`config.mk`:
```
export PLATFORM = sky130hd
export DESIGN_NAME = toeu_ram_2r
export DESIGN_NICKNAME = d
export VERILOG_FILES = /design/src/hw/rtl/three_operand_cpu_execute_unit_assert.svh /design/src/hw/rtl/toeu_ram_2r.sv
export SDC_FILE = /design/constraint.sdc
export NUM_CORES = 1
export LEC_CHECK = 0
export BUFFER_PORTS_ARGS = -buffer_cell sky130_fd_sc_hd__buf_2
export CAP_MARGIN = 20
export CORE_UTILIZATION = 60
export CTS_CLUSTER_SIZE = 24
export DETAILED_ROUTE_END_ITERATION = 12
export GPL_TIMING_DRIVEN = 1
export PLACE_DENSITY = 0.78
export SLEW_MARGIN = 20
export SYNTH_ARGS = -nofsm -noshare
export SYNTH_HDL_FRONTEND = slang
export SYNTH_SLANG_ARGS = --single-unit
```
`constraint.sdc`:
```
create_clock -name clk -period 6.75 [get_ports clk]
set_clock_uncertainty 0.1 [all_clocks]
set_input_delay 0.3375 -clock clk [delete_from_list [all_inputs] [get_ports clk]]
set_output_delay 0.3375 -clock clk [all_outputs]
set_load 0.01 [all_outputs]
```
`src/hw/rtl/three_operand_cpu_execute_unit_assert.svh`:
```
// Assertion macros for the execute unit. Each macro checks on the rising
// edge of clk and is disabled while rst_n is low.
`ifndef THREE_OPERAND_CPU_EXECUTE_UNIT_ASSERT_SVH
`define THREE_OPERAND_CPU_EXECUTE_UNIT_ASSERT_SVH

`ifndef SYNTHESIS

// Same-cycle implication.
`define TOEU_ASSERT_IMP(label, ante, cons, msg) \
    label: assert property (@(posedge clk) disable iff (!rst_n) (ante) |-> (cons)) \
        else $error(msg);

// Next-cycle implication.
`define TOEU_ASSERT_NXT(label, ante, cons, msg) \
    label: assert property (@(posedge clk) disable iff (!rst_n) (ante) |=> (cons)) \
        else $error(msg);

`else

`define TOEU_ASSERT_IMP(label, ante, cons, msg)
`define TOEU_ASSERT_NXT(label, ante, cons, msg)

`endif

`endif

```
`src/hw/rtl/toeu_ram_2r.sv`:
```
// Synchronous RAM, one write port, two registered read ports.
module toeu_ram_2r #(
    parameter int AW = 4,
    parameter int DW = 32
) (
    input  logic          clk,
    input  logic          we,
    input  logic [AW-1:0] waddr,
    input  logic [DW-1:0] wdata,
    input  logic [AW-1:0] raddr_a,
    input  logic [AW-1:0] raddr_b,
    output logic [DW-1:0] rdata_a,
    output logic [DW-1:0] rdata_b
);

    localparam int DEPTH = 1 << AW;

    logic [DW-1:0] mem [DEPTH];

    always_ff @(posedge clk)
    begin
        if (we)
        begin
            mem[waddr] <= wdata;
        end
        rdata_a <= mem[raddr_a];
        rdata_b <= mem[raddr_b];
    end

endmodule

```
==> flow_metrics.py <==
metrics = {
    "status": {
        "outcome": "completed",
    },
    "synthesis": {
        "ys.flop_type": "edfxtp_1",
        "ys_seq_area_share_pct": 68.86,
        "synth_cell_types": 17,
        "syn-cell-area_um2": 24190,
        "yosysMostFrequentCell": "edfxtp_1",
        "ys_ff_latch": 576,
        "synth_warnings": 0,
        "synthArstFlopShare_pct": 0,
        "synthesis.nets": 1187,
        "yosysTopAreaCell": "edfxtp_1",
        "synth_area_leaders": "edfxtp_1 (64%), mux4_2 (24%), dfxtp_1 (5.3%)",
        "synth-edff-count": 512,
        "syn_avg_cell_area_um2": 21.20,
        "syn_inst": 1141,
        "netlist_top_cells_count": "edfxtp_1 (512), mux4_2 (256), a22oi_1 (128)",
        "netlist.area_leader.share_pct": 63.56,
    },
    "drt": {
        "drc": 0,
        "dr.pass1.iters": 7,
        "vias": 12822,
        "drt_iter0_drc": 1496,
        "totalWireLength_mm": 56.70,
        "vias_per_cell": 6.923,
        "drt.antenna.violating_nets": 0,
        "wire_per_inst_um": 30.61,
    },
    "placement": {
        "post-place-ws_ns": 3.659,
        "dpl.cell_count": 1722,
        "dp_hpwl_mm": 28.05,
        "place_congestion": 0.7388,
        "io_buffers": 109,
    },
    "clocking": {
        "clkTransAtPathRegs_ns": 0.06,
        "cts.sinks": 576,
        "clock_latency_ns": 0.61,
        "cts_setup_buffers": 0,
        "cts_tree": "built",
        "cts_made_buffers": 57,
        "clockRootBuffer": "clkbuf_16",
        "cts_max_path_buffers": 3,
        "h-tree-depth": 2,
    },
    "sta": {
        "setup_viol": 0,
        "final-max-slew-violation-count": 0,
        "relSlewSlack_pct": 25.31,
        "holdWs_ns": 0.02309,
        "layout_setup_ws_ns": 4.263,
        "fmax_mhz": 402.0,
        "grt_setup_unrepaired": "false",
        "setup_tns_ns": 0,
        "worst_slew_pin_slew_ns": 1.120,
        "hold_viol": 0,
        "fin_crit_sh_pct": 36.85,
        "finalCriticalPeriod_ns": 2.487,
    },
    "layout": {
        "drive_gt1_share_pct": 38.28,
        "antenna_cells": 0,
        "final_cell_count_no_fill": 1852,
        "area_growth_syn_to_layout_pct": 13.61,
        "layout.nets": 1325,
    },
    "min_path": {
        "hp-class": "input pin to register",
        "min_path_cells": 1,
        "min_from": "wdata[13]",
        "min_to": "mem[1][13]$_DFFE_PP_",
    },
    "pwr": {
        "ir_drop_uv": 209.3,
        "power.density_nw_per_um2": 281.6,
        "p_clk_share_pct": 40.3,
        "p_sw_mw": 1.682,
        "switching_share_pct": 21.74,
        "internal_power_mw": 6.056,
        "combinationalPowerShare_pct": 7.6,
        "leakagePower_nw": 9.005,
        "pwr-share-seq_pct": 52.1,
    },
    "setup_path": {
        "crit_chain": "buf_4, buf_4, mux4_2, a22oi_1, nand2_1",
        "crit_required_ns": 7.12,
        "criticalPathCategory": "input pin to register",
        "cp_slowest_cell": "buf_4",
        "arrival_ns": 2.86,
        "crit_top_cell": "buf_4",
        "r2r_slack_ns": 5.23,
        "cp_slowest_stage_delay_ns": 0.87,
        "ff2ff_path_depth": 3,
        "critPathMaxFanout": 71,
        "startpoint_type": "input pin",
        "cp-end-kind": "register",
        "timing.rr.end": "rdata_a[12]$_DFF_P_",
        "reg2reg_from": "mem[10][12]$_DFFE_PP_",
    },
    "global_routing": {
        "grt_max_degree": 76,
        "gr-usage-all-layers_pct": 28.50,
        "grt_pass1_wl_mm": 83.76,
        "gr-total-overflow": 0,
        "grt_pass1_vias": 13366,
        "antenna_found_initial": 1,
    },
    "die": {
        "die_w_um": 202.8,
        "dieArea_um2": 41120,
        "fp-row-count": 73,
        "die-height_um": 202.8,
        "fp.coreArea_um2": 39730,
        "io-pin-count": 110,
        "initial_core_util_pct": 60.88,
    },
    "run": {
        "cap_violations": 0,
    },
}
[flip-flops by register name, summed over array words and instances, names as in the netlist]
name / cells
rdata_b: 32
rdata_a: 32
mem: 512
[cell families after synthesis]
| family | after synthesis | share of synthesized area, % |
|---|---|---|
| flip-flops | 576 | 68.86 |
| multiplexers | 256 | 23.84 |
| AO/OA/AOI/OAI | 128 | 3.973 |
| AND/OR/NAND/NOR | 95 | 1.635 |
| buffers and inverters | 86 | 1.697 |
[per-layer routing]
| metal | part of all wire (%) | vias up | GRT usage (%) |
|---|---|---|---|
| met4 | 3.7 | 2 | 12.03 |
| met2 | 50 | 708 | 46.56 |
| met1 | 37 | 6736 | 38.86 |
| li1 | - | 5235 | - |
| met5 | 0.023 | - | 0 |
| met3 | 8.6 | 141 | 4.510 |
[cell usage in the layout (no fill, tap or decap), drive strengths merged]
cell / Yosys / routed
a22oi: 128 / 128
and2: 2 / 2
buf: 47 / 140
bufinv: 0 / 6
clkbuf: 39 / 73
clkinv: 0 / 24
clkinvlp: 0 / 4
dfxtp: 64 / 64
dlygate4sd3: 0 / 23
edfxtp: 512 / 512
inv: 0 / 2
mux4: 256 / 256
nand2: 65 / 65
nand2b: 2 / 2
nand3: 1 / 1
nand3b: 2 / 2
nor2: 14 / 14
nor2b: 4 / 4
nor3: 4 / 4
or3b: 1 / 1
[cell type report]
cell class / count / area, um2
Clock inverter: 36 / 342.8
Sequential cell: 576 / 16660
Multi-Input combinational cell: 479 / 7279
Timing Repair Buffer: 165 / 1046
Fill cell: 2424 / 12250
Tap cell: 525 / 656.9
Clock buffer: 71 / 1499
[what timing repair did]
item | in CTS | in global routing
hold buffers | 23 | 0
hold endpoints to repair | 328 | 0
resized for setup | 0 | 0
[critical path, delay by kind of cell]
family,cells,cell delay (ns)
AO/OA/AOI/OAI,1,0.26
buffers and inverters,2,1.70
multiplexers,1,0.41
AND/OR/NAND/NOR,1,0.09
[power by group through the flow]
stage          sequential [mW]  combinational, mW  clock [mW]
2_1_floorplan             4.12              0.344           0
3_3_place_gp              4.10              0.567           0
3_5_place_dp              4.11              0.575           0
4_1_cts                   4.03              0.588        3.14
5_1_grt                   4.04              0.624        3.28
6_report                  4.03              0.587        3.12
[metrics by stage]
step | power (mW) | utilization (%) | instance area, um2
global placement | 4.668 | 63.95 | 25410
floorplan | 4.462 | - | 24190
finish | 7.738 | 69.16 | 27480
global route | 7.944 | 69.16 | 27480
CTS | 7.767 | 69.16 | 27480
detailed placement | 4.682 | 63.95 | 25410
[worst max-delay path by stage]
stage / endpoint / startpoint / slack (ns) / cells after the start
after CTS: rdata_a[31]$_DFF_P_ / raddr_a[0] / 4.29 / 5
final: rdata_b[17]$_DFF_P_ / raddr_b[1] / 4.26 / 5
after global placement: rdata_a[21]$_DFF_P_ / raddr_a[0] / 3.69 / 5
after global routing: rdata_a[31]$_DFF_P_ / raddr_a[0] / 4.08 / 5
after detailed placement: rdata_a[31]$_DFF_P_ / raddr_a[0] / 3.66 / 5
after floorplan: mem[0][0]$_DFFE_PP_ / waddr[2] / 3.13 / 2
Note: power is estimated with default switching activity, not from simulation.
