[src/hw/rtl/three_operand_cpu_execute_unit_assert.svh]
// Assertion macros for the execute unit. Each macro checks on the rising
// edge of clk and is disabled while rst_n is low.
`ifndef THREE_OPERAND_CPU_EXECUTE_UNIT_ASSERT_SVH
`define THREE_OPERAND_CPU_EXECUTE_UNIT_ASSERT_SVH

`ifndef SYNTHESIS

// Same-cycle implication.
`define TOEU_ASSERT_IMP(label, ante, cons, msg) \
    label: assert property (@(posedge clk) disable iff (!rst_n) (ante) |-> (cons)) \
        else $error(msg);

// Next-cycle implication.
`define TOEU_ASSERT_NXT(label, ante, cons, msg) \
    label: assert property (@(posedge clk) disable iff (!rst_n) (ante) |=> (cons)) \
        else $error(msg);

`else

`define TOEU_ASSERT_IMP(label, ante, cons, msg)
`define TOEU_ASSERT_NXT(label, ante, cons, msg)

`endif

`endif

[src/hw/rtl/toeu_pkg.sv]
package toeu_pkg;

    localparam int XLEN      = 32;
    localparam int PC_W      = 12;
    localparam int IDX_W     = 4;
    localparam int CMD_W     = 5;
    localparam int REG_COUNT = 16;
    localparam int RF_AW     = $clog2(REG_COUNT);
    localparam int MEM_WORDS = 4096;
    localparam int DM_AW     = $clog2(MEM_WORDS);

    typedef enum logic [CMD_W-1:0] {
        CMD_ADD    = 5'd0,
        CMD_SUB    = 5'd1,
        CMD_MAC    = 5'd2,
        CMD_AND    = 5'd3,
        CMD_OR     = 5'd4,
        CMD_XOR    = 5'd5,
        CMD_SLL    = 5'd6,
        CMD_SRA    = 5'd7,
        CMD_SRL    = 5'd8,
        CMD_BEQ    = 5'd9,
        CMD_BNE    = 5'd10,
        CMD_BLT    = 5'd11,
        CMD_BGT    = 5'd12,
        CMD_BLE    = 5'd13,
        CMD_BGE    = 5'd14,
        CMD_JAL    = 5'd15,
        CMD_LW     = 5'd16,
        CMD_SW     = 5'd17,
        CMD_SETREG = 5'd18
    } cmd_t;

    typedef struct packed {
        logic [CMD_W-1:0]       command;
        logic [IDX_W-1:0]       dest_index;
        logic [IDX_W-1:0]       src_s_index;
        logic [IDX_W-1:0]       src_t_index;
        logic [IDX_W-1:0]       src_m_index;
        logic signed [XLEN-1:0] load_value;
    } instr_word_t;

    typedef struct packed {
        logic [PC_W-1:0]        next_pc;
        logic                   reg_written;
        logic [IDX_W-1:0]       reg_index;
        logic signed [XLEN-1:0] reg_value;
        logic                   mem_written;
        logic [PC_W-1:0]        mem_address;
        logic signed [XLEN-1:0] mem_value;
        logic                   fault;
    } result_word_t;

    // Operands of the item in the execute stage, after forwarding.
    typedef struct packed {
        logic [CMD_W-1:0] command;
        logic [RF_AW-1:0] rd;
        logic [RF_AW-1:0] rm;
        logic [PC_W-1:0]  pc;
        logic [XLEN-1:0]  vs;
        logic [XLEN-1:0]  vt;
        logic [XLEN-1:0]  vm;
        logic [XLEN-1:0]  vd;
        logic [XLEN-1:0]  load_value;
    } alu_in_t;

    // For a load, rval carries the addend; the loaded word is added later.
    typedef struct packed {
        logic             rw;
        logic             is_load;
        logic             mw;
        logic             fault;
        logic [PC_W-1:0]  npc;
        logic [PC_W-1:0]  maddr;
        logic [DM_AW-1:0] dm_addr;
        logic [XLEN-1:0]  rval;
        logic [XLEN-1:0]  mval;
    } alu_res_t;

    // Register index, taken modulo the register count (a power of two).
    function automatic logic [RF_AW-1:0] reg_sel(input logic [IDX_W-1:0] idx);
        return RF_AW'(idx);
    endfunction

endpackage

[src/hw/rtl/toeu_alu.sv]
// Execute-stage datapath: ALU, branch resolve, address generation.
module toeu_alu (
    input  toeu_pkg::alu_in_t  op,
    output toeu_pkg::alu_res_t res
);

    logic [toeu_pkg::PC_W-1:0] seq;
    logic [toeu_pkg::XLEN-1:0] addr;
    logic [toeu_pkg::XLEN-1:0] prod;
    logic [4:0]                sh;
    logic                      taken;
    logic                      oob;

    always_comb
    begin
        seq  = op.pc + toeu_pkg::PC_W'(1);
        addr = op.vs + op.vt;
        prod = op.vs * op.vt;
        sh   = op.vt[4:0];
        oob  = addr >= toeu_pkg::XLEN'(toeu_pkg::MEM_WORDS);

        case (toeu_pkg::cmd_t'(op.command))
            toeu_pkg::CMD_BEQ: taken = op.vs == op.vt;
            toeu_pkg::CMD_BNE: taken = op.vs != op.vt;
            toeu_pkg::CMD_BLT: taken = $signed(op.vs) <  $signed(op.vt);
            toeu_pkg::CMD_BGT: taken = $signed(op.vs) >  $signed(op.vt);
            toeu_pkg::CMD_BLE: taken = $signed(op.vs) <= $signed(op.vt);
            default:           taken = $signed(op.vs) >= $signed(op.vt);
        endcase

        res         = '0;
        res.npc     = seq;
        res.dm_addr = addr[toeu_pkg::DM_AW-1:0];

        case (toeu_pkg::cmd_t'(op.command))
            toeu_pkg::CMD_ADD:
            begin
                res.rval = op.vs + op.vt + op.vm;
                res.rw   = 1'b1;
            end
            toeu_pkg::CMD_SUB:
            begin
                res.rval = op.vs - op.vt - op.vm;
                res.rw   = 1'b1;
            end
            toeu_pkg::CMD_MAC:
            begin
                res.rval = prod + op.vm;
                res.rw   = 1'b1;
            end
            toeu_pkg::CMD_AND:
            begin
                res.rval = op.vs & op.vt & op.vm;
                res.rw   = 1'b1;
            end
            toeu_pkg::CMD_OR:
            begin
                res.rval = op.vs | op.vt | op.vm;
                res.rw   = 1'b1;
            end
            toeu_pkg::CMD_XOR:
            begin
                res.rval = op.vs ^ op.vt ^ op.vm;
                res.rw   = 1'b1;
            end
            toeu_pkg::CMD_SLL:
            begin
                res.rval = op.vs << sh;
                res.rw   = 1'b1;
            end
            toeu_pkg::CMD_SRA:
            begin
                res.rval = $unsigned($signed(op.vs) >>> sh);
                res.rw   = 1'b1;
            end
            toeu_pkg::CMD_SRL:
            begin
                res.rval = op.vs >> sh;
                res.rw   = 1'b1;
            end
            toeu_pkg::CMD_BEQ, toeu_pkg::CMD_BNE, toeu_pkg::CMD_BLT,
            toeu_pkg::CMD_BGT, toeu_pkg::CMD_BLE, toeu_pkg::CMD_BGE:
            begin
                if (taken)
                begin
                    res.npc = op.vm[toeu_pkg::PC_W-1:0];
                end
            end
            toeu_pkg::CMD_JAL:
            begin
                // link is written before the target is read
                res.rval = toeu_pkg::XLEN'(seq);
                res.rw   = 1'b1;
                res.npc  = (op.rd == op.rm) ? seq : op.vm[toeu_pkg::PC_W-1:0];
            end
            toeu_pkg::CMD_LW, toeu_pkg::CMD_SW:
            begin
                res.maddr = addr[toeu_pkg::PC_W-1:0];
                if (oob)
                begin
                    res.fault = 1'b1;
                    res.npc   = op.pc;
                end
                else if (toeu_pkg::cmd_t'(op.command) == toeu_pkg::CMD_LW)
                begin
                    res.is_load = 1'b1;
                    res.rw      = 1'b1;
                    res.rval    = op.vm;
                end
                else
                begin
                    res.mw   = 1'b1;
                    res.mval = op.vd + op.vm;
                end
            end
            toeu_pkg::CMD_SETREG:
            begin
                res.rval = op.load_value;
                res.rw   = 1'b1;
                res.npc  = op.pc;
            end
            default:
            begin
                res.rw = 1'b0;
            end
        endcase
    end

endmodule

[config.mk]
export PLATFORM = sky130hd
export DESIGN_NAME = toeu_alu
export DESIGN_NICKNAME = d
export VERILOG_FILES = /design/src/hw/rtl/three_operand_cpu_execute_unit_assert.svh /design/src/hw/rtl/toeu_pkg.sv /design/src/hw/rtl/toeu_alu.sv
export SDC_FILE = /design/constraint.sdc
export NUM_CORES = 2
export LEC_CHECK = 0
export BUFFER_PORTS_ARGS = -buffer_cell sky130_fd_sc_hd__buf_2
export CELL_PAD_IN_SITES_DETAIL_PLACEMENT = 1
export CELL_PAD_IN_SITES_GLOBAL_PLACEMENT = 2
export CORE_UTILIZATION = 37
export DETAILED_ROUTE_END_ITERATION = 6
export MAX_ROUTING_LAYER = met4
export PLACE_DENSITY = 0.91
export SYNTH_ARGS = -nofsm -noshare
export SYNTH_HDL_FRONTEND = slang
export SYNTH_SLANG_ARGS = --single-unit
[constraint.sdc]
create_clock -name vclk -period 18.7
set_input_delay 3.74 -clock vclk [all_inputs]
set_output_delay 3.74 -clock vclk [all_outputs]
set_load 0.05 [all_outputs]
==> reports/results.tsv <==
metric	value	unit
n_clock_buffer	0	
placed_area	0.0326	sq mm
regArea	0	sq um
syn_nets	4963	
path_class	in -> out	
via_count	31500	
synth_cell_types	82	
worstMarginPinSlew	1.44	ns
drcViolationCount	0	
drt_wl_total	157000	microns
yosys.area_share.simple	0.176	
drive_gt1_frac	0.0951	
syn_avg_cell_area	7.56	sq um
globalplace.congestion	1.06	
ios	289	
cp_max_fo	60	
grt_pass1_wl	227000	microns
hold_path_class	in -> out	
synth_top_area_cell	fa_1	
synthAdderAreaFrac	0.445	
die_h	287	microns
synth_top_family_by_area	adder cells	
seq_cells	0	
crit_required	14.96	ns
initial_core_util	0.374	
grt_max_degree	61	
final-max-slew-violation-count	0	
cts_hold_buf	0	
coreArea	0.0805	sq mm
port-buffer-count	289	
stdcell_area	0.0326	sq mm
via_per_inst	6.05	
final_cell_mix	607 x inv_1, 533 x nor2_1, 472 x fa_1	
post-dp-hpwl	131000	microns
final_nets	5110	
finalNonFillerCells	5198	
synth_compound_area_frac	0.188	
placed_cells_incl_taps	5194	
max_cap_viol_count	0	
die_area	0.0826	sq mm
finalCriticalPeriod	17.01	ns
ys.warnings.count	0	
syn_area	0.0301	sq mm
synth.area.top_cells	fa_1 31%, ha_1 13%, inv_1 7.6%	
drt.antenna.violating_nets	0	
outcome	complete, no violations	
rows	104	
final.setup.tns	0	ns
synthToLayoutAreaGrowth	8.14	%
min_period_over_period	0.910	
synth_mux_area_frac	0.0310	
antenna_found_initial	6	
cts-resized-gates	0	
synthCells	3989	
mostFrequentLayoutCell	inv_1	
synth.top_cell.area_share	0.313	
grt_setup_unrepaired	no	
drtIter0Drc	3352	
max_slew_margin	0.0326	
crit_path_start_kind	input pin	
grt_pass1_vias	32400	
fmax	0.0588	GHz
grt_overflow_total	0	
ys_seq_area_frac	0	
grt_usage	0.389	
first_pass_iters	6	
die_w	287	microns
hold_viol	0	
wire_per_inst	30.1	microns
worstPathArrival	13.27	ns
yosys.area_share.xor_xnor	0.0561	
setup_violations	0	
crit_path_end_kind	output pin	
post_cts_buffers	0	
-- cells in the mapped netlist, types with 18 or more instances --
cell type  count
nand2b_1      38
nand3_1       48
clkbuf_1     151
o21bai_1      21
or3_1         18
o211ai_1      23
a221o_1       35
ha_1         317
a21oi_1      223
xor2_1        75
and3_1        28
nor3_1        48
xnor2_1      118
nand2_1      409
fa_1         472
o221ai_1      22
o21a_1        24
buf_1         33
inv_1        608
mux2i_1       71
a21o_1        57
o21ai_0      200
nor2b_1       33
nor2_1       534
and2_1        23
a221oi_1      34
a22oi_1       28
a211oi_1      36
-- routing by layer --
metal  vias up  GRT usage  routed length [microns]
li1      13400          -                        -
met1     16000      0.518                    65100
met2      1641      0.587                    69400
met3       388     0.0490                    12900
met4         0      0.176                     9160
met5         -          -                        0
-- critical path: stages --
cell and delay, ns:
buf_4 0.55, clkinv_1 0.56, buf_4 0.39, nor2_1 0.16
fa_1 0.49, fa_1 0.46, fa_1 0.51, fa_1 0.56
ha_1 0.23, ha_1 0.28, inv_1 0.05, fa_1 0.45
fa_1 0.49, inv_1 0.04, ha_1 0.21, or3_1 0.41
a2111oi_0 0.60, nor4b_1 0.23, o31a_1 0.38, a221o_1 0.45
a31oi_1 0.61, o21ai_0 0.32, xor2_1 0.20, a21o_1 0.20
a221oi_1 0.25, o211ai_1 0.14, buf_2 0.23
-- final timing paths --
| path | startpoint | endpoint | slack, ns | depth (start not counted) |
|---|---|---|---|---|
| max | op[96] | res[60] | 1.69 | 27 |
| min | op[171] | res[99] | 7.98 | 3 |
-- layout make-up --
type                            count  area [sq um]
Fill cell                       10100         47900
Multi-Input combinational cell   3165         27000
Inverter                          624          2340
Timing Repair Buffer              345          1870
Tap cell                         1060          1330
Antenna cell                        4          10.0
-- kinds of logic (layout without fill, tap and decap cells) --
logic type | Yosys count | in the layout
xor+xnor | 193 | 193
fa+ha+maj | 789 | 789
compound gates | 860 | 860
mux | 86 | 86
simple gates | 1237 | 1237
other cells | 0 | 4
buf+inv | 824 | 969
-- through the flow --
step	setup slack, ns	utilization	hold WS, ns
3_3_place_gp	2.03	0.405	7.96
2_1_floorplan	2.55	-	7.78
4_1_cts	1.78	0.405	7.98
5_1_grt	1.29	0.405	7.99
3_5_place_dp	1.81	0.405	7.96
6_report	1.69	0.405	7.98
